File: src/design/kvs_pkg.sv
// Shared types, constants and register indexes for the knob velocity setpoint block.
package kvs_pkg;

    localparam int POT_W    = 8;
    localparam int TARGET_W = 16;
    localparam int STEP_W   = 16;
    localparam int CFG_IDX_W  = 3;
    localparam int CFG_DATA_W = 16;
    localparam int PROD_W   = POT_W + STEP_W;

    typedef logic [POT_W-1:0]      pot_t;
    typedef logic [TARGET_W-1:0]   target_t;
    typedef logic [STEP_W-1:0]     step_t;
    typedef logic [CFG_IDX_W-1:0]  cfg_idx_t;
    typedef logic [CFG_DATA_W-1:0] cfg_data_t;

    // Item kinds
    localparam logic KIND_CAPTURE = 1'b0;
    localparam logic KIND_TICK    = 1'b1;

    // Knob centre reading
    localparam pot_t POT_CENTER = 8'd128;

    // Configuration register indexes
    localparam cfg_idx_t CFG_DEAD_ZONE  = 3'd0;
    localparam cfg_idx_t CFG_STEP_MIN   = 3'd1;
    localparam cfg_idx_t CFG_STEP_MAX   = 3'd2;
    localparam cfg_idx_t CFG_TARGET_MIN = 3'd3;
    localparam cfg_idx_t CFG_TARGET_MAX = 3'd4;

    // Reset values of the configuration registers
    localparam pot_t    DEAD_ZONE_RST  = 8'd8;
    localparam step_t   STEP_MIN_RST   = 16'd1;
    localparam step_t   STEP_MAX_RST   = 16'd64;
    localparam target_t TARGET_MIN_RST = 16'd0;
    localparam target_t TARGET_MAX_RST = 16'hFFFF;

endpackage

File: src/design/kvs_if.sv
// Handshake interfaces for the item, result and configuration channels.
interface kvs_item_if;
    logic              valid;
    logic              ready;
    logic              kind;
    kvs_pkg::pot_t     pot;
    kvs_pkg::target_t  target;

    modport source (output valid, output kind, output pot, output target, input ready);
    modport sink   (input valid, input kind, input pot, input target, output ready);
endinterface

interface kvs_result_if;
    logic              valid;
    logic              ready;
    kvs_pkg::target_t  new_target;
    logic              knob_live;

    modport source (output valid, output new_target, output knob_live, input ready);
    modport sink   (input valid, input new_target, input knob_live, output ready);
endinterface

interface kvs_cfg_if;
    logic                valid;
    logic                ready;
    kvs_pkg::cfg_idx_t   index;
    kvs_pkg::cfg_data_t  data;

    modport source (output valid, output index, output data, input ready);
    modport sink   (input valid, input index, input data, output ready);
endinterface

File: src/design/knob_velocity_setpoint_core.sv
// Knob velocity setpoint: turns a knob reading into a setpoint change per tick.
//
// Channels: item carries kind (capture or tick), pot and the present target;
// result returns new_target and knob_live, one result per item, in order.
// cfg writes dead_zone, step_min, step_max, target_min and target_max by
// index; it is always ready and should only be used while the block is idle.
//
// An item passes through the input register, then the result register, before
// its result is offered. Throughput: one item per cycle while the receiver does
// not stall, set by the single arithmetic pass (one 8x16 multiply, an add and a
// clamp) between the input and result registers.
//
// Reset clears the start position and the live latch and loads the register
// defaults. When the receiver stalls, the result register holds and the input
// register can still take one more item; item ready falls only when both are
// full and the result is not being taken.
module knob_velocity_setpoint_core
(
    input  logic                 clk,
    input  logic                 rst_n,
    kvs_cfg_if.sink              cfg,
    kvs_item_if.sink             item,
    kvs_result_if.source         result
);
    import kvs_pkg::*;

    // Configuration registers
    pot_t    dead_zone_reg;
    step_t   step_min_reg;
    step_t   step_max_reg;
    target_t target_min_reg;
    target_t target_max_reg;

    // Knob state
    pot_t    start_position_reg;
    pot_t    start_position_next;
    logic    live_flag_reg;
    logic    live_flag_next;

    // Input stage
    logic    in_valid_reg;
    logic    in_kind_reg;
    pot_t    in_pot_reg;
    target_t in_target_reg;

    // Result stage
    logic    out_valid_reg;
    target_t out_new_target_reg;
    logic    out_knob_live_reg;

    logic    advance;
    logic    item_xfer;

    pot_t              mag;
    pot_t              start_dist;
    logic              grow;
    step_t             span;
    logic [PROD_W-1:0] product;
    step_t             scaled;
    step_t             step_raw;
    step_t             step;
    logic              apply_step;
    logic signed [TARGET_W+1:0] nt;
    target_t           new_target;

    // Handshakes
    assign cfg.ready    = 1'b1;
    assign advance      = in_valid_reg && (!out_valid_reg || result.ready);
    assign item.ready   = !in_valid_reg || advance;
    assign item_xfer    = item.valid && item.ready;

    assign result.valid      = out_valid_reg;
    assign result.new_target = out_new_target_reg;
    assign result.knob_live  = out_knob_live_reg;

    // Knob deflection from centre and from the start position
    always_comb
    begin
        mag        = (in_pot_reg >= POT_CENTER) ? (in_pot_reg - POT_CENTER)
                                                : (POT_CENTER - in_pot_reg);
        start_dist = (in_pot_reg >= start_position_reg) ? (in_pot_reg - start_position_reg)
                                                        : (start_position_reg - in_pot_reg);
    end

    // Step size, linear in deflection between step_min and step_max, zero inside the dead zone
    always_comb
    begin
        grow     = (step_max_reg >= step_min_reg);
        span     = grow ? (step_max_reg - step_min_reg) : (step_min_reg - step_max_reg);
        product  = PROD_W'(mag) * PROD_W'(span);
        scaled   = product[STEP_W+6:7];
        step_raw = grow ? (step_min_reg + scaled) : (step_min_reg - scaled);
        step     = (mag < dead_zone_reg) ? '0 : step_raw;
        apply_step = {step, 1'b0} > {1'b0, step_min_reg};
    end

    // Capture or live latch, else apply the signed step and clamp, upper bound first
    always_comb
    begin
        if (in_pot_reg >= POT_CENTER)
        begin
            nt = $signed({2'b00, in_target_reg}) + $signed({2'b00, step});
        end
        else
        begin
            nt = $signed({2'b00, in_target_reg}) - $signed({2'b00, step});
        end

        start_position_next = start_position_reg;
        live_flag_next      = live_flag_reg;
        new_target          = in_target_reg;

        if (in_kind_reg == KIND_CAPTURE)
        begin
            start_position_next = in_pot_reg;
        end
        else if (!live_flag_reg)
        begin
            if (start_dist > dead_zone_reg)
            begin
                live_flag_next = 1'b1;
            end
        end
        else if (apply_step)
        begin
            if (nt > $signed({2'b00, target_max_reg}))
            begin
                new_target = target_max_reg;
            end
            else if (nt < $signed({2'b00, target_min_reg}))
            begin
                new_target = target_min_reg;
            end
            else
            begin
                new_target = nt[TARGET_W-1:0];
            end
        end
    end

    // Configuration writes
    always_ff @(posedge clk or negedge rst_n)
    begin
        if (!rst_n)
        begin
            dead_zone_reg  <= DEAD_ZONE_RST;
            step_min_reg   <= STEP_MIN_RST;
            step_max_reg   <= STEP_MAX_RST;
            target_min_reg <= TARGET_MIN_RST;
            target_max_reg <= TARGET_MAX_RST;
        end
        else if (cfg.valid && cfg.ready)
        begin
            unique case (cfg.index)
                CFG_DEAD_ZONE:  dead_zone_reg  <= cfg.data[POT_W-1:0];
                CFG_STEP_MIN:   step_min_reg   <= cfg.data[STEP_W-1:0];
                CFG_STEP_MAX:   step_max_reg   <= cfg.data[STEP_W-1:0];
                CFG_TARGET_MIN: target_min_reg <= cfg.data[TARGET_W-1:0];
                CFG_TARGET_MAX: target_max_reg <= cfg.data[TARGET_W-1:0];
                default:        ;
            endcase
        end
    end

    // Control state: valids, start position and live latch
    always_ff @(posedge clk or negedge rst_n)
    begin
        if (!rst_n)
        begin
            in_valid_reg       <= 1'b0;
            out_valid_reg      <= 1'b0;
            start_position_reg <= '0;
            live_flag_reg      <= 1'b0;
        end
        else
        begin
            if (item.ready)
            begin
                in_valid_reg <= item.valid;
            end
            if (advance)
            begin
                out_valid_reg      <= 1'b1;
                start_position_reg <= start_position_next;
                live_flag_reg      <= live_flag_next;
            end
            else if (result.ready)
            begin
                out_valid_reg <= 1'b0;
            end
        end
    end

    // Payload: load the input stage on transfer, the result stage on advance
    always_ff @(posedge clk)
    begin
        if (item_xfer)
        begin
            in_kind_reg   <= item.kind;
            in_pot_reg    <= item.pot;
            in_target_reg <= item.target;
        end
        if (advance)
        begin
            out_new_target_reg <= new_target;
            out_knob_live_reg  <= live_flag_next;
        end
    end

endmodule

File: src/flat_wrapper.sv
// flat-port wrapper written by rule: the top's interface ports become plain ports
module knob_velocity_setpoint_core_flat import kvs_pkg::*;
  (clk, rst_n, cfg_valid, cfg_index, cfg_data, cfg_ready, item_valid, item_kind, item_pot, item_target, item_ready, result_valid, result_new_target, result_knob_live, result_ready);
  kvs_cfg_if cfg_i ();
  kvs_item_if item_i ();
  kvs_result_if result_i ();
  input  logic clk;
  input  logic rst_n;
  input wire logic [$bits(cfg_i.valid)-1:0] cfg_valid;
  input wire logic [$bits(cfg_i.index)-1:0] cfg_index;
  input wire logic [$bits(cfg_i.data)-1:0] cfg_data;
  output wire logic [$bits(cfg_i.ready)-1:0] cfg_ready;
  input wire logic [$bits(item_i.valid)-1:0] item_valid;
  input wire logic [$bits(item_i.kind)-1:0] item_kind;
  input wire logic [$bits(item_i.pot)-1:0] item_pot;
  input wire logic [$bits(item_i.target)-1:0] item_target;
  output wire logic [$bits(item_i.ready)-1:0] item_ready;
  output wire logic [$bits(result_i.valid)-1:0] result_valid;
  output wire logic [$bits(result_i.new_target)-1:0] result_new_target;
  output wire logic [$bits(result_i.knob_live)-1:0] result_knob_live;
  input wire logic [$bits(result_i.ready)-1:0] result_ready;
  assign cfg_i.valid = cfg_valid;
  assign cfg_i.index = cfg_index;
  assign cfg_i.data = cfg_data;
  assign cfg_ready = cfg_i.ready;
  assign item_i.valid = item_valid;
  assign item_i.kind = item_kind;
  assign item_i.pot = item_pot;
  assign item_i.target = item_target;
  assign item_ready = item_i.ready;
  assign result_valid = result_i.valid;
  assign result_new_target = result_i.new_target;
  assign result_knob_live = result_i.knob_live;
  assign result_i.ready = result_ready;
  knob_velocity_setpoint_core u_core (.clk(clk), .rst_n(rst_n), .cfg(cfg_i), .item(item_i), .result(result_i));
endmodule
File: config.mk
export PLATFORM = sky130hd
export DESIGN_NAME = knob_velocity_setpoint_core_flat
export DESIGN_NICKNAME = d
export VERILOG_FILES = /design/src/design/kvs_pkg.sv /design/src/design/kvs_if.sv /design/src/design/knob_velocity_setpoint_core.sv /design/src/flat_wrapper.sv
export SDC_FILE = /design/constraint.sdc
export NUM_CORES = 1
export LEC_CHECK = 0
export ABC_CLOCK_PERIOD_IN_PS = 29300
export BUFFER_PORTS_ARGS = -buffer_cell sky130_fd_sc_hd__buf_2
export CORE_AREA = 3 3 190 192
export DETAILED_ROUTE_END_ITERATION = 16
export DIE_AREA = 0 0 193 195
export GPL_TIMING_DRIVEN = 0
export PLACE_DENSITY_LB_ADDON = 0.3
export SLEW_MARGIN = 20
export SYNTH_ARGS = -nofsm -noshare
export SYNTH_HDL_FRONTEND = slang
export SYNTH_SLANG_ARGS = --single-unit
File: constraint.sdc
create_clock -name clk -period 29.3 [get_ports clk]
set_clock_uncertainty 0.05 [all_clocks]
set_input_delay 0 -clock clk [delete_from_list [all_inputs] [get_ports clk]]
set_output_delay 0 -clock clk [all_outputs]
set_load 0.05 [all_outputs]
Word level (Yosys, flattened, before mapping) --
Index checks and enable logic that the tools add are counted.
Word-level totals: bits in writable memories 0, bits of input ports 49, output and inout port bits 20, memories 0, latch bits 0, flip-flop bits (word level) 125, ROM bits 0
Cells by class: shift operators 0, eq/ne operators 4, $lt $le $gt $ge 8, divide/modulo/power cells 0, bitwise operators 1, add/subtract/negate cells 10, reductions and logical operators 14, multiplexer cells 16, $mul 1
Operators with widths (number):
- 2-to-1 mux 16 bit | 8
- subtractor 16 bit | 3
- multiplier 8 x 16 -> 23 bit | 1
- greater-than comparator 18 x 17 -> 1 bit | 1
- < comparator 18 x 17 -> 1 bit | 1
- 2-to-1 mux 18 bit | 1
- adder 16 x 16 -> 17 bit | 1
- greater-than comparator 17 x 16 -> 1 bit | 1
- subtractor 16 x 16 -> 17 bit | 1
- adder 16 bit | 1
- greater-or-equal comparator 16 bit | 1
- 2-to-1 mux 8 bit | 2
- subtractor 8 bit | 2
- AND reduction 2 bit | 6
- greater-or-equal comparator 8 bit | 1
- greater-or-equal comparator 8 bit, second input constant | 1
- greater-than comparator 8 bit | 1
- < comparator 8 bit | 1
- subtractor 8 bit, first input constant | 1
- subtractor 8 bit, second input constant | 1
- equality test 3 x 2 -> 1 bit, second input constant | 2
- 2-to-1 mux 1 bit | 5
- equality test 3 x 1 -> 1 bit, second input constant | 1
- equality test 3 bit, second input constant | 1
- 6 further kinds | 9

Depth between registers and ports, before layout --
Gate-level depths: netlist of the first run.
word-level depth 14, depth in mapped cells 67

Worst setup path before layout of the first run --
No wires, ideal clock.
path type register -> register, from register u_core.step_min_reg[0], to register u_core.out_new_target_reg[11], in the netlist u_core.result.new_target[11], data pin, cell stages (with the launch flop) 61, required time 28990 ps, setup time 260 ps, buffers on the path 6, arrival 13214 ps, slack 15776 ps, clock period less this slack 13524 ps, path through dfstp_2 > ha_1 > inv_1 > fa_1 > a21o_1 > a21oi_1 > a211oi_2 > o21ai_4 > nand2_1 > buf_2 > buf_1 > buf_1 > mux2i_1 > or2_2 > fa_1 > fa_1 > inv_1 > fa_1 > [... 25 more ...] > a31o_2 > or4_1 > a31oi_1 > nor3_1 > o311a_1 > a2111oi_0 > xor2_1 > ha_1 > nand3_1 > a211oi_1 > a2111oi_0 > or2_2 > buf_2 > clkbuf_1 > nand2_1 > o211ai_1 > o21ai_0 > mux2_4
On the way: cells in the longest elaborated chain, start to end 14, elaborated cells on any way between the ends 20, classes of those cells add/sub: 6; mul: 1; order compare: 4; mux: 9
Ends and longest elaborated chain:
- start: declaration | line knob_velocity_setpoint_core.sv:29 | step_t step_min_reg;
- start signal: assignment | line knob_velocity_setpoint_core.sv:156 | CFG_STEP_MIN: step_min_reg <= cfg.data[STEP_W-1:0];
- subtractor 16 bit or greater-or-equal comparator 16 bit (tied branches) | line knob_velocity_setpoint_core.sv:89, knob_velocity_setpoint_core.sv:88
- 2-to-1 mux 16 bit | line knob_velocity_setpoint_core.sv:89 | span = grow ? (step_max_reg - step_min_reg) : (step_min_reg - step_max_reg);
- multiplier 8 x 16 -> 23 bit | line knob_velocity_setpoint_core.sv:90 | product = PROD_W'(mag) * PROD_W'(span);
- subtractor 16 bit or adder 16 bit (tied branches) | line knob_velocity_setpoint_core.sv:92 | step_raw = grow ? (step_min_reg + scaled) : (step_min_reg - scaled);
- 2-to-1 mux 16 bit | line knob_velocity_setpoint_core.sv:92
- 2-to-1 mux 16 bit | line knob_velocity_setpoint_core.sv:93 | step = (mag < dead_zone_reg) ? '0 : step_raw;
- subtractor 16 x 16 -> 17 bit or adder 16 x 16 -> 17 bit (tied branches) | line knob_velocity_setpoint_core.sv:106, knob_velocity_setpoint_core.sv:102
- 2-to-1 mux 18 bit | line knob_velocity_setpoint_core.sv:100 | if (in_pot_reg >= POT_CENTER)
- < comparator 18 x 17 -> 1 bit | line knob_velocity_setpoint_core.sv:130 | else if (nt < $signed({2'b00, target_min_reg}))
- 2-to-1 mux 16 bit | line knob_velocity_setpoint_core.sv:130
- 2-to-1 mux 16 bit | line knob_velocity_setpoint_core.sv:126 | if (nt > $signed({2'b00, target_max_reg}))
- 2-to-1 mux 16 bit (*) | line knob_velocity_setpoint_core.sv:124 | else if (apply_step)
- 2-to-1 mux 16 bit (*) | line knob_velocity_setpoint_core.sv:117 | else if (!live_flag_reg)
- 2-to-1 mux 16 bit (*) | line knob_velocity_setpoint_core.sv:113 | if (in_kind_reg == KIND_CAPTURE)
- named net u_core.new_target[11] | line knob_velocity_setpoint_core.sv:64 | target_t new_target;
- end signal: assignment | line knob_velocity_setpoint_core.sv:205 | out_new_target_reg <= new_target;
- end: declaration | line knob_velocity_setpoint_core.sv:48 | target_t out_new_target_reg;
The timed path passes the listed nets; every way through them passes the cells marked *. A chain may end at the register's enable or synchronous reset.

Worst setup path after layout of the first run --
from register u_core.step_min_reg[0], to register u_core.out_new_target_reg[14], in the netlist u_core.result.new_target[14], data pin
Same word-level chain as after synthesis.

==> results of run 1 <==
[layer usage]
metal | vias to the layer above | track usage (%) | part of all wire [%]
met1 | 6156 | 30.77 | 44
met2 | 387 | 38.83 | 47
met3 | 83 | 2.855 | 4.5
li1 | 6120 | - | -
met5 | - | 0 | 0
met4 | 0 | 9.938 | 4.6
[repair_timing]
action / 4_1_cts / 5_1_grt
setup endpoints to repair: 0 / 0
gates resized for setup: 0 / 0
setup buffers: 0 / 0
hold buffers: 48 / 0
hold endpoints to repair: 176 / 0
[cell type report]
| class | count | area (um2) | share of cell area [%] |
|---|---|---|---|
| clock inverters | 13 | 136.4 | 0.8088 |
| flip-flops and latches | 125 | 3362 | 19.94 |
| clock buffers | 19 | 464.2 | 2.753 |
| inverters | 210 | 788.3 | 4.675 |
| plain buffers | 51 | 217.7 | 1.291 |
| repair buffers | 116 | 849.6 | 5.038 |
| well taps | 455 | 569.3 | 3.376 |
| multi-input cells | 1328 | 10480 | 62.12 |
[through the flow]
stage               instance area (um2)  worst slack [ns]
floorplan                         14840             15.78
finish                            16860             12.51
CTS                               16860             12.67
global placement                  15740             12.74
global route                      16860             11.61
detailed placement                15780             12.74
[how the worst max path moves through the flow]
stage / slack (ns) / to / depth (start not counted) / from
final: 12.51 / u_core.result.new_target[14]$_DFFE_PP_ / 58 / u_core.step_min_reg[0]$_DFFE_PN1P_
after global placement: 12.74 / u_core.result.new_target[14]$_DFFE_PP_ / 57 / u_core.step_min_reg[13]$_DFFE_PN0P_
after global routing: 11.61 / u_core.result.new_target[14]$_DFFE_PP_ / 60 / u_core.step_max_reg[2]$_DFFE_PN0P_
after CTS: 12.67 / u_core.result.new_target[14]$_DFFE_PP_ / 58 / u_core.step_min_reg[0]$_DFFE_PN1P_
after floorplan: 15.78 / u_core.result.new_target[11]$_DFFE_PP_ / 60 / u_core.step_min_reg[0]$_DFFE_PN1P_
after detailed placement: 12.74 / u_core.result.new_target[14]$_DFFE_PP_ / 58 / u_core.step_min_reg[0]$_DFFE_PN1P_
[kinds of logic after synthesis]
family                     synth area share [%]
and+or+nand+nor                           16.21
buffers and inverters                     6.780
xor gates and xnor gates                  4.638
AOI/OAI and AO/OA                         16.84
muxes                                     4.394
other                                   0.02528
adders and majority gates                 28.45
DFF                                       22.66
[Yosys cell counts, types with 11 or more instances]
cell      instances
nand2b_1         32
dfstp_2          19
ha_1            195
xor2_1           21
nor2b_1          16
nand3_1          25
nor3_1           24
dfrtp_1          64
fa_1             89
edfxtp_1         42
nand2_1         156
a21oi_1          89
a31oi_1          12
o21a_1           12
inv_1           210
clkbuf_1         43
or2_2            11
mux2_2           33
and2_1           27
nor2_1          175
o21ai_0         131
a21o_1           46
mux2i_1          16
xnor2_1          55
[critical path, delay by kind of cell, from the launching register on]
kind            cells  cell delay [ns]
buf+inv             9             2.33
flops               1             0.57
xor+xnor            4             0.80
mux                 2             1.07
compound gates     17             4.45
fa+ha+maj           9             3.79
simple gates       17             3.44
==> summary.md, run 1 <==
| Metric | Value |
|---|---|
| Status | `completed` |
| Number of I/O pins | `69` |
| TritonRoute pass-1 iters | `5` |
| Number of routed nets with antenna violations | `0` |
| CTS clock-pin slew for the worst setup and hold paths | `about 0.060 ns` |
| Final Util | `between 40% and 50%` |
| CTS buffer count | `17` |
| Layout area overhead | `13.65%` |
| EDFF count, synth | `42` |
| Clock sink total | `roughly 130` |
| Yosys cell types | `84` |
| Top cells by area, synth | `ha_1, fa_1, dfrtp_1` |
| GPL Wtd Cong | `0.9503` |
| Initial antenna violation count | `1` |
| F_max | `roughly 60 MHz` |
| Setup TNS | `0 ns` |
| Crit path DAT | `between 15 and 20 ns` |
| CP most frequent cell | `ha_1` |
| GRT Total Usage | `roughly a quarter` |
| Final wirelength | `43190 um` |
| CP Max Fanout | `10` |
| Die Ht | `slightly below 200 um` |
| Core footprint | `approximately 35000 um2` |
| Port Buffer Count | `67` |
| Post-synthesis sequential area ratio | `22.66%` |
| Share of cells above drive strength 1 | `a little over a tenth` |
| CTS root buffer | `clkbuf_16` |
| Clk_lat worst skew | `between 0.4 and 0.5 ns` |
| Commonest non-fill, non-tap cell in the layout | `inv_1` |
| Final hold viol count | `0` |
| WHS Endpoint | `u_core.dead_zone_reg[3]$_DFFE_PN1P_` |
| Detailed Route Iter0 Violations | `between 800 and 900` |
| RSZ-0062 raised after global routing | `false` |
| Mean post-synth cell area | `about 8.7 um2` |
| WL/cell | `around 19 um` |
| Largest net degree at the start of global routing | `between 50 and 60` |
| Slowest CP cell | `a2111oi_0` |
| Clock Tree Buf Depth | `2` |
| Final Critical Period | `16.79 ns` |
| GR Overflow Total | `0` |
| Period Utilization, post-route | `57.31%` |
| TritonCTS clock tree | `done` |
| First-pass GRT wire length | `approximately 70000 um` |
| Post-synth top area cell | `ha_1` |
| Effective utilization at floorplan | `42.95%` |
| Max-slew violations | `0` |
| Filler cell count | `~3300` |
| Crit path required time | `slightly below 30 ns` |
| Num rows | `between 60 and 70` |
| Synth Cell Area | `approximately 15000 um2` |
| Dpl cells | `around 2200` |
| Slew Limit Headroom | `around a quarter` |
| Syn nets | `about 2000` |
| DRC viols | `0` |
| Via-per-instance ratio | `between 5 and 6` |
| Worst R2R Start | `u_core.step_min_reg[0]$_DFFE_PN1P_` |
| Worst flop-to-flop path endpoint | `u_core.result.new_target[14]$_DFFE_PP_` |
| Synth Flop Type | `dfrtp_1` |
| Layout net count | `around 2200` |
| Yosys warning count | `0` |
| Full die area | `roughly 38000 um2` |
| Max-cap violations | `0` |
| Setup Viol. Count Final | `0` |
| Fin cells | `roughly 2300` |
| FFs w/ async S/R, synth | `between 60 and 70%` |
| Cells after Synth | `about 1700` |
| Seq cells post-synth | `about 130` |
| Worst reg2reg path depth | `58` |
| Most frequent cells in the layout | `inv_1, ha_1, nor2_1` |
| Reg2reg setup slack | `around 13 ns` |
| Total number of vias | `12750` |
| CP max stage delay | `~0.81 ns` |
| Die Wd | `approximately 190 um` |
| Synth top area share | `approximately 16%` |
| Post-DP HPWL | `approximately 35000 um` |
| Vias in the first global route | `between 10000 and 15000` |
| Worst hold path type | `primary input to register` |
| Ant diodes | `0` |
| Crit path launch type | `register` |
| Hold_ws | `between 0.04 and 0.05 ns` |
| Hold Path Origin | `cfg_index[2]` |
| Worst slew pin tran | `between 1 and 1.5 ns` |
| Cell depth of the worst hold path | `5` |
| CTS HTree Levels | `4` |
| Setup CP Type | `register to register` |
| Critical Path Sink Type | `register` |
Power of run 1 is left out: the tool's default activity adds up to more than one toggle a clock period on the data nets, which glitch-free logic cannot reach.
==> inputs of run 2 (changes only) <==
--- a/config.mk
+++ b/config.mk
@@ -5,11 +5,12 @@
 export SDC_FILE = /design/constraint.sdc
 export NUM_CORES = 1
 export LEC_CHECK = 0
-export ABC_CLOCK_PERIOD_IN_PS = 29300
+export ABC_AREA = 1
+export ABC_CLOCK_PERIOD_IN_PS = 16329
 export BUFFER_PORTS_ARGS = -buffer_cell sky130_fd_sc_hd__buf_2
-export CORE_AREA = 3 3 190 192
+export CORE_AREA = 3 3 192 194
 export DETAILED_ROUTE_END_ITERATION = 16
-export DIE_AREA = 0 0 193 195
+export DIE_AREA = 0 0 195 197
 export GPL_TIMING_DRIVEN = 0
 export PLACE_DENSITY_LB_ADDON = 0.3
 export SLEW_MARGIN = 20
==> constraint.sdc (replaced) <==
create_clock -name clk -period 16.33 [get_ports clk]
set_clock_uncertainty 0.05 [all_clocks]
set_input_delay 0 -clock clk [delete_from_list [all_inputs] [get_ports clk]]
set_output_delay 0 -clock clk [all_outputs]
set_load 0.05 [all_outputs]
==> run 2 against run 1 <==
Net effect:
- flip-flop and latch count stayed put
- die area increased by 2.1%
- hold slack better by 0.0062 ns
- area after synthesis up 2.0%
- non-clock buffer count is 5 lower
- critical path depth increased by 5
- highest routed layer unchanged
- synthesized cell count is 20% higher
- final area rose by 2.0%
==> summary.md, run 2 <==
| Metric | Value |
|---|---|
| Status | `completed` |
| CTS HTree Levels | `4 (unchanged)` |
| Filler cell count | `3540 (+5.9%)` |
| GPL Wtd Cong | `0.9422 (-0.85%)` |
| DRC viols | `0 (unchanged)` |
| Port Buffer Count | `67 (unchanged)` |
| Effective utilization at floorplan | `42.74% (-0.21 points)` |
| Period Utilization, post-route | `89.44% (+32 points)` |
| Core footprint | `35400 um2 (+2.5%)` |
| Synth Flop Type | `dfrtp_1` |
| CTS clock-pin slew for the worst setup and hold paths | `0.06 ns (about the same)` |
| Number of I/O pins | `69 (unchanged)` |
| Most frequent cells in the layout | `nand2_1, inv_1, nor2_1` |
| CP max stage delay | `0.85 ns (+0.04 ns)` |
| Post-synthesis sequential area ratio | `22.22% (-0.44 points)` |
| TritonCTS clock tree | `done` |
| TritonRoute pass-1 iters | `5 (unchanged)` |
| Register Area | `3362 um2 (unchanged)` |
| Clk_lat worst skew | `0.43 ns (about the same)` |
| Die Wd | `195 um (+1.0%)` |
| CP most frequent cell | `inv_1` |
| Yosys cell types | `59 (-30%)` |
| Post-DP HPWL | `37210 um (+7.4%)` |
| Reg2reg setup slack | `1.72 ns (-10.78 ns)` |
| EDFF count, synth | `42 (unchanged)` |
| Dpl cells | `2581 (+15%)` |
| Cells after Synth | `2052 (+20%)` |
| Full die area | `38420 um2 (+2.1%)` |
| Final hold viol count | `0 (unchanged)` |
| Max-slew violations | `0 (unchanged)` |
| Vias in the first global route | `13600 (+5.5%)` |
| Clock Tree Buf Depth | `2 (unchanged)` |
| Syn nets | `2385 (+17%)` |
| Worst hold path type | `primary input to async pin` |
| Yosys warning count | `0 (unchanged)` |
| Number of routed nets with antenna violations | `0 (unchanged)` |
| Setup Viol. Count Final | `0 (unchanged)` |
| Hold_ws | `0.05496 ns (+0.006240 ns)` |
| Setup TNS | `0 ns (unchanged)` |
| F_max | `68.47 MHz (+15%)` |
| Critical Path Sink Type | `register` |
| Die Ht | `197 um (+1.0%)` |
| Max-cap violations | `0 (unchanged)` |
| CTS buffer count | `17 (unchanged)` |
| Commonest non-fill, non-tap cell in the layout | `nand2_1` |
| Top-count cell post-synth | `nand2_1` |
| GRT Total Usage | `23.45% (+0.057 points)` |
| Layout area overhead | `13.65% (about the same)` |
| Final wirelength | `45330 um (+5.0%)` |
| Footprint of the multi-input gates | `10270 um2 (-2.0%)` |
| CP Max Fanout | `11 (+1)` |
| Layout net count | `2524 (+16%)` |
| Slew Limit Headroom | `28.71% (+2.3 points)` |
| Final Critical Period | `14.61 ns (-2.187 ns)` |
| Total number of vias | `14070 (+10%)` |
| Dpl ws | `2.019 ns (-10.72 ns)` |
| Fin cells | `2665 (+15%)` |
| Worst slew pin tran | `1.066 ns (-0.03071 ns)` |
| Synth Cell Area | `15130 um2 (+2.0%)` |
| Slowest CP cell | `xor2_1` |
| Synth top area share | `16.13% (-0.32 points)` |
| Setup CP Type | `register to register` |
| Clock sink total | `125 (unchanged)` |
| Worst Setup EP | `u_core.result.new_target[15]$_DFFE_PP_` |
| RSZ-0062 raised after global routing | `false` |
| Post-CTS sizing | `0 (unchanged)` |
| Worst reg2reg path depth | `63 (+8.6%)` |
| Via-per-instance ratio | `5.280 (-4.0%)` |
| FFs w/ async S/R, synth | `66.40% (unchanged)` |
| GR Overflow Total | `0 (unchanged)` |
| Crit path required time | `16.46 ns (-12.98 ns)` |
| Largest net degree at the start of global routing | `44 (-15%)` |
| Synth cell count leaders | `nand2_1, inv_1, nor2_1, ha_1, o21ai_0` |
| Crit path launch type | `register` |
| Top cells by area, synth | `ha_1, fa_1, nand2_1` |
| Crit path from | `u_core.in_pot_reg[0]$_DFFE_PP_` |
| WL/cell | `17.01 um (-8.7%)` |
| CTS root buffer | `clkbuf_16` |
| Crit path DAT | `14.74 ns (-2.19 ns)` |
| Detailed Route Iter0 Violations | `1027 (+20%)` |
| Worst R2R Start | `u_core.in_pot_reg[0]$_DFFE_PP_` |
| Post-synth top area cell | `ha_1` |
| Seq cells post-synth | `125 (unchanged)` |
| Initial antenna violation count | `1 (unchanged)` |
| First-pass GRT wire length | `72240 um (+4.7%)` |
| Worst flop-to-flop path endpoint | `u_core.result.new_target[15]$_DFFE_PP_` |
| Share of cells above drive strength 1 | `7.985% (-2.5 points)` |
| Mean post-synth cell area | `7.373 um2 (-15%)` |
| Num rows | `69 (+1.5%)` |
| Ant diodes | `0 (unchanged)` |
| Worst setup margin | `1.725 ns (-10.78 ns)` |
-- run 2: changes by cell type in the layout (fill, tap and decap cells not counted), moves of 18 or more --
cell / delta
nand2_1: +286
inv_1: +139
o21ai_0: +46
nand3_1: +43
xnor2_1: -43
a21o_1: -39
a21oi_1: +34
mux2_2: -33
nand2b_1: -32
and2_1: -26
nor2_1: +26
xor2_1: +24
nand2_2: +18
-- run 2: per-stage QoR --
step	util (%)	area, um2
2_1_floorplan	-	15130
3_3_place_gp	45.32	16040
3_5_place_dp	45.43	16080
4_1_cts	48.55	17190
5_1_grt	48.58	17190
6_report	48.58	17190
-- run 2: worst min path at each step --
stage,slack [ns],depth (start not counted),end,from
global placement,0.13,1,u_core.in_target_reg[13]$_DFFE_PP_,item_target[13]
global route,0.09,2,u_core.target_min_reg[12]$_DFFE_PN0P_,rst_n
floorplan,-0.35,0,u_core.dead_zone_reg[0]$_DFFE_PN0P_,rst_n
detailed placement,-0.03,1,u_core.target_min_reg[12]$_DFFE_PN0P_,rst_n
CTS,0.06,2,u_core.target_min_reg[12]$_DFFE_PN0P_,rst_n
finish,0.05,2,u_core.target_min_reg[12]$_DFFE_PN0P_,rst_n
-- run 2: timing repair --
action                    CTS  global route
buffers inserted            0             0
hold endpoints to repair  167             0
hold buffers               52             0
-- run 2: critical path, delay by kind of cell (launching register included) --
family | cells | cell delay [ns]
DFF | 1 | 0.46
buffers and inverters | 16 | 2.66
and+or+nand+nor | 25 | 3.85
AOI/OAI and AO/OA | 9 | 2.31
xor gates and xnor gates | 4 | 1.36
adders and majority gates | 9 | 3.63
-- run 2: per-layer routing --
metal	global-route usage, %	up-vias	part of all wire [%]
li1	-	6882	-
met1	33.45	6787	47
met2	38.83	358	46
met3	2.496	44	4.9
met4	5.044	0	1.7
met5	0	-	0
-- run 2: cell families (layout without fill, tap and decap cells) --
logic type / after synthesis / after routing / synth area share (%)
xor+xnor: 60 / 60 / 3.573
other cells: 1 / 1 / 0.02479
simple gates: 801 / 801 / 22.10
flops: 125 / 125 / 22.22
buf+inv: 400 / 552 / 10.03
fa+ha+maj: 284 / 284 / 27.90
compound gates: 376 / 376 / 13.82
mux: 5 / 5 / 0.3308
-- run 2: area by class of cell --
class,instances,share of cell area (%)
Tap cell,461,3.355
Buffer,42,1.011
Timing Repair Buffer,120,5.152
Inverter,358,7.815
Clock inverter,14,0.9096
Clock buffer,18,2.496
Multi-Input combinational cell,1527,59.71
Sequential cell,125,19.55
Power of run 2 is left out for the same reason.
==> inputs of run 3 (changes only) <==
--- a/config.mk
+++ b/config.mk
@@ -8,9 +8,9 @@
 export ABC_AREA = 1
 export ABC_CLOCK_PERIOD_IN_PS = 16329
 export BUFFER_PORTS_ARGS = -buffer_cell sky130_fd_sc_hd__buf_2
-export CORE_AREA = 3 3 192 194
+export CORE_AREA = 3 3 199 201
 export DETAILED_ROUTE_END_ITERATION = 16
-export DIE_AREA = 0 0 195 197
+export DIE_AREA = 0 0 202 204
 export GPL_TIMING_DRIVEN = 0
 export PLACE_DENSITY_LB_ADDON = 0.3
 export SLEW_MARGIN = 20
==> run 3 against run 2 <==
Net effect:
- register-to-register slack better by 0.17 ns
- hold slack better by 0.0083 ns
- setup slack better by 0.17 ns
- clock-buffer cell count up 1
- sequential share of layout area about the same
- non-clock buffer count unchanged
- via count down 0.63%
- first-iteration DRC count down 2.6%
- maximum frequency up 1.2%
- core utilization down 2.9 points
- final cell count up 1.9%
- critical path type unchanged
==> summary.md, run 3 (synthesized netlist as in run 2, its figures left out) <==
| Metric | Value |
|---|---|
| Worst reg2reg path depth | `63 (unchanged)` |
| Hold_ws | `0.06327 ns (+0.008306 ns)` |
| Crit path depth | `63 (unchanged)` |
| Initial antenna violation count | `0 (-1)` |
| TritonRoute pass-1 iters | `5 (unchanged)` |
| GPL Wtd Cong | `0.9506 (+0.89%)` |
| Number of post-CTS setup repair buffers | `0 (unchanged)` |
| Final hold viol count | `0 (unchanged)` |
| Clock sink total | `125 (unchanged)` |
| Clock Tree Buf Depth | `2 (unchanged)` |
| Max-cap violations | `0 (unchanged)` |
| Crit path DAT | `14.56 ns (-0.18 ns)` |
| Top delay family on crit path | `simple AND/OR/NAND/NOR gates` |
| Die Wd | `202 um (+3.6%)` |
| Final wirelength | `45780 um (+0.99%)` |
| Critical Path Sink Type | `register` |
| Detailed Route Iter0 Violations | `1000 (-2.6%)` |
| Number of routed nets with antenna violations | `0 (unchanged)` |
| Number of I/O pins | `69 (unchanged)` |
| WL/cell | `16.86 um (-0.87%)` |
| Vias in the first global route | `13820 (+1.6%)` |
| Period Utilization, post-route | `88.38% (-1.1 points)` |
| Ant diodes | `0 (unchanged)` |
| TritonCTS clock tree | `done` |
| Post-DP HPWL | `37790 um (+1.6%)` |
| CTS HTree Levels | `4 (unchanged)` |
| Post-CTS sizing | `0 (unchanged)` |
| First-pass GRT wire length | `73750 um (+2.1%)` |
| Layout net count | `2524 (unchanged)` |
| Total number of vias | `13980 (-0.63%)` |
| GR Overflow Total | `0 (unchanged)` |
| Full die area | `41210 um2 (+7.3%)` |
| Slowest CP cell | `xor2_1` |
| CTS root buffer | `clkbuf_16` |
| Largest net degree at the start of global routing | `45 (+2.3%)` |
| Clk_lat worst skew | `0.44 ns (about the same)` |
| Via-per-instance ratio | `5.150 (-2.5%)` |
| Die Ht | `204 um (+3.6%)` |
| Worst slew pin tran | `1.238 ns (+0.1726 ns)` |
| Num rows | `71 (+2.9%)` |
| F_max | `69.29 MHz (+1.2%)` |
| Crit path required time | `16.46 ns (about the same)` |
| Status | `completed` |
| CP max stage delay | `0.82 ns (-0.03 ns)` |
| Worst hold path type | `primary input to async pin` |
| CTS buffer count | `17 (unchanged)` |
| Setup Viol. Count Final | `0 (unchanged)` |
| Max-slew violations | `0 (unchanged)` |
| GRT Total Usage | `22.58% (-0.87 points)` |
| Slew Limit Headroom | `16.86% (-12 points)` |
| Crit path launch type | `register` |
| DRC viols | `0 (unchanged)` |
| Port Buffer Count | `67 (unchanged)` |
| Setup TNS | `0 ns (unchanged)` |
| Setup CP Type | `register to register` |
| RSZ-0062 raised after global routing | `false` |
| Core footprint | `37760 um2 (+6.7%)` |
| CP most frequent cell | `inv_1` |
| Final Critical Period | `14.43 ns (-0.1733 ns)` |
| CP Max Fanout | `11 (unchanged)` |
| CTS clock-pin slew for the worst setup and hold paths | `0.06 ns (about the same)` |
| Effective utilization at floorplan | `40.07% (-2.7 points)` |
| Most frequent cells in the layout | `nand2_1, inv_1, nor2_1` |
| WP buf/inv | `16 (unchanged)` |
| Share of cells above drive strength 1 | `7.940% (-0.045 points)` |
| Layout area overhead | `13.86%` |
| Commonest non-fill, non-tap cell in the layout | `nand2_1` |
==> run 3: metrics by stage <==
stage          setup WS (ns)  instances  utilization [%]  area, um2
6_report               1.898       2715            45.63      17230
5_1_grt               0.7936       2715            45.63      17230
4_1_cts                2.060       2715            45.61      17220
3_5_place_dp           2.147       2631            42.71      16130
3_3_place_gp           2.243       2630            42.65      16100
2_1_floorplan          4.945       2052                -      15130
==> run 3: layout make-up <==
cell class | instances | area (um2)
fillers | 3832 | 20530
multi-input cells | 1527 | 10260
flip-flops and latches | 125 | 3362
inverters | 358 | 1344
repair buffers | 120 | 878.3
well taps | 511 | 639.4
clock buffers | 19 | 432.9
plain buffers | 42 | 173.9
clock inverters | 13 | 138.9
==> run 3: final timing paths <==
check                                                    startpoint                                endpoint  slack [ns]
min in group clk                                     item_target[8]       u_core.in_target_reg[8]$_DFFE_PP_        0.22
worst min register to register  u_core.dead_zone_reg[1]$_DFFE_PN0P_     u_core.dead_zone_reg[1]$_DFFE_PN0P_        0.43
worst max-delay path                 u_core.in_pot_reg[0]$_DFFE_PP_  u_core.result.new_target[15]$_DFFE_PP_        1.90
worst max register to register       u_core.in_pot_reg[0]$_DFFE_PP_  u_core.result.new_target[15]$_DFFE_PP_        1.90
max in group asynchronous                                     rst_n     u_core.dead_zone_reg[3]$_DFFE_PN1P_       15.45
worst min-delay path                                          rst_n   u_core.target_min_reg[13]$_DFFE_PN0P_        0.06
==> run 3: routing by layer <==
layer	part of all wire, %	GRT usage (%)	wire length [um]
met3	5.1	2.755	2318
met4	3.0	7.675	1387
met1	46	31.10	21060
met5	0	0	0
met2	46	36.94	21020
==> run 3: repair_timing <==
item / in CTS / in global routing
hold buffers: 52 / 0
hold endpoints to repair: 163 / 0
setup endpoints to repair: 0 / 0
Power of run 3 is left out for the same reason.
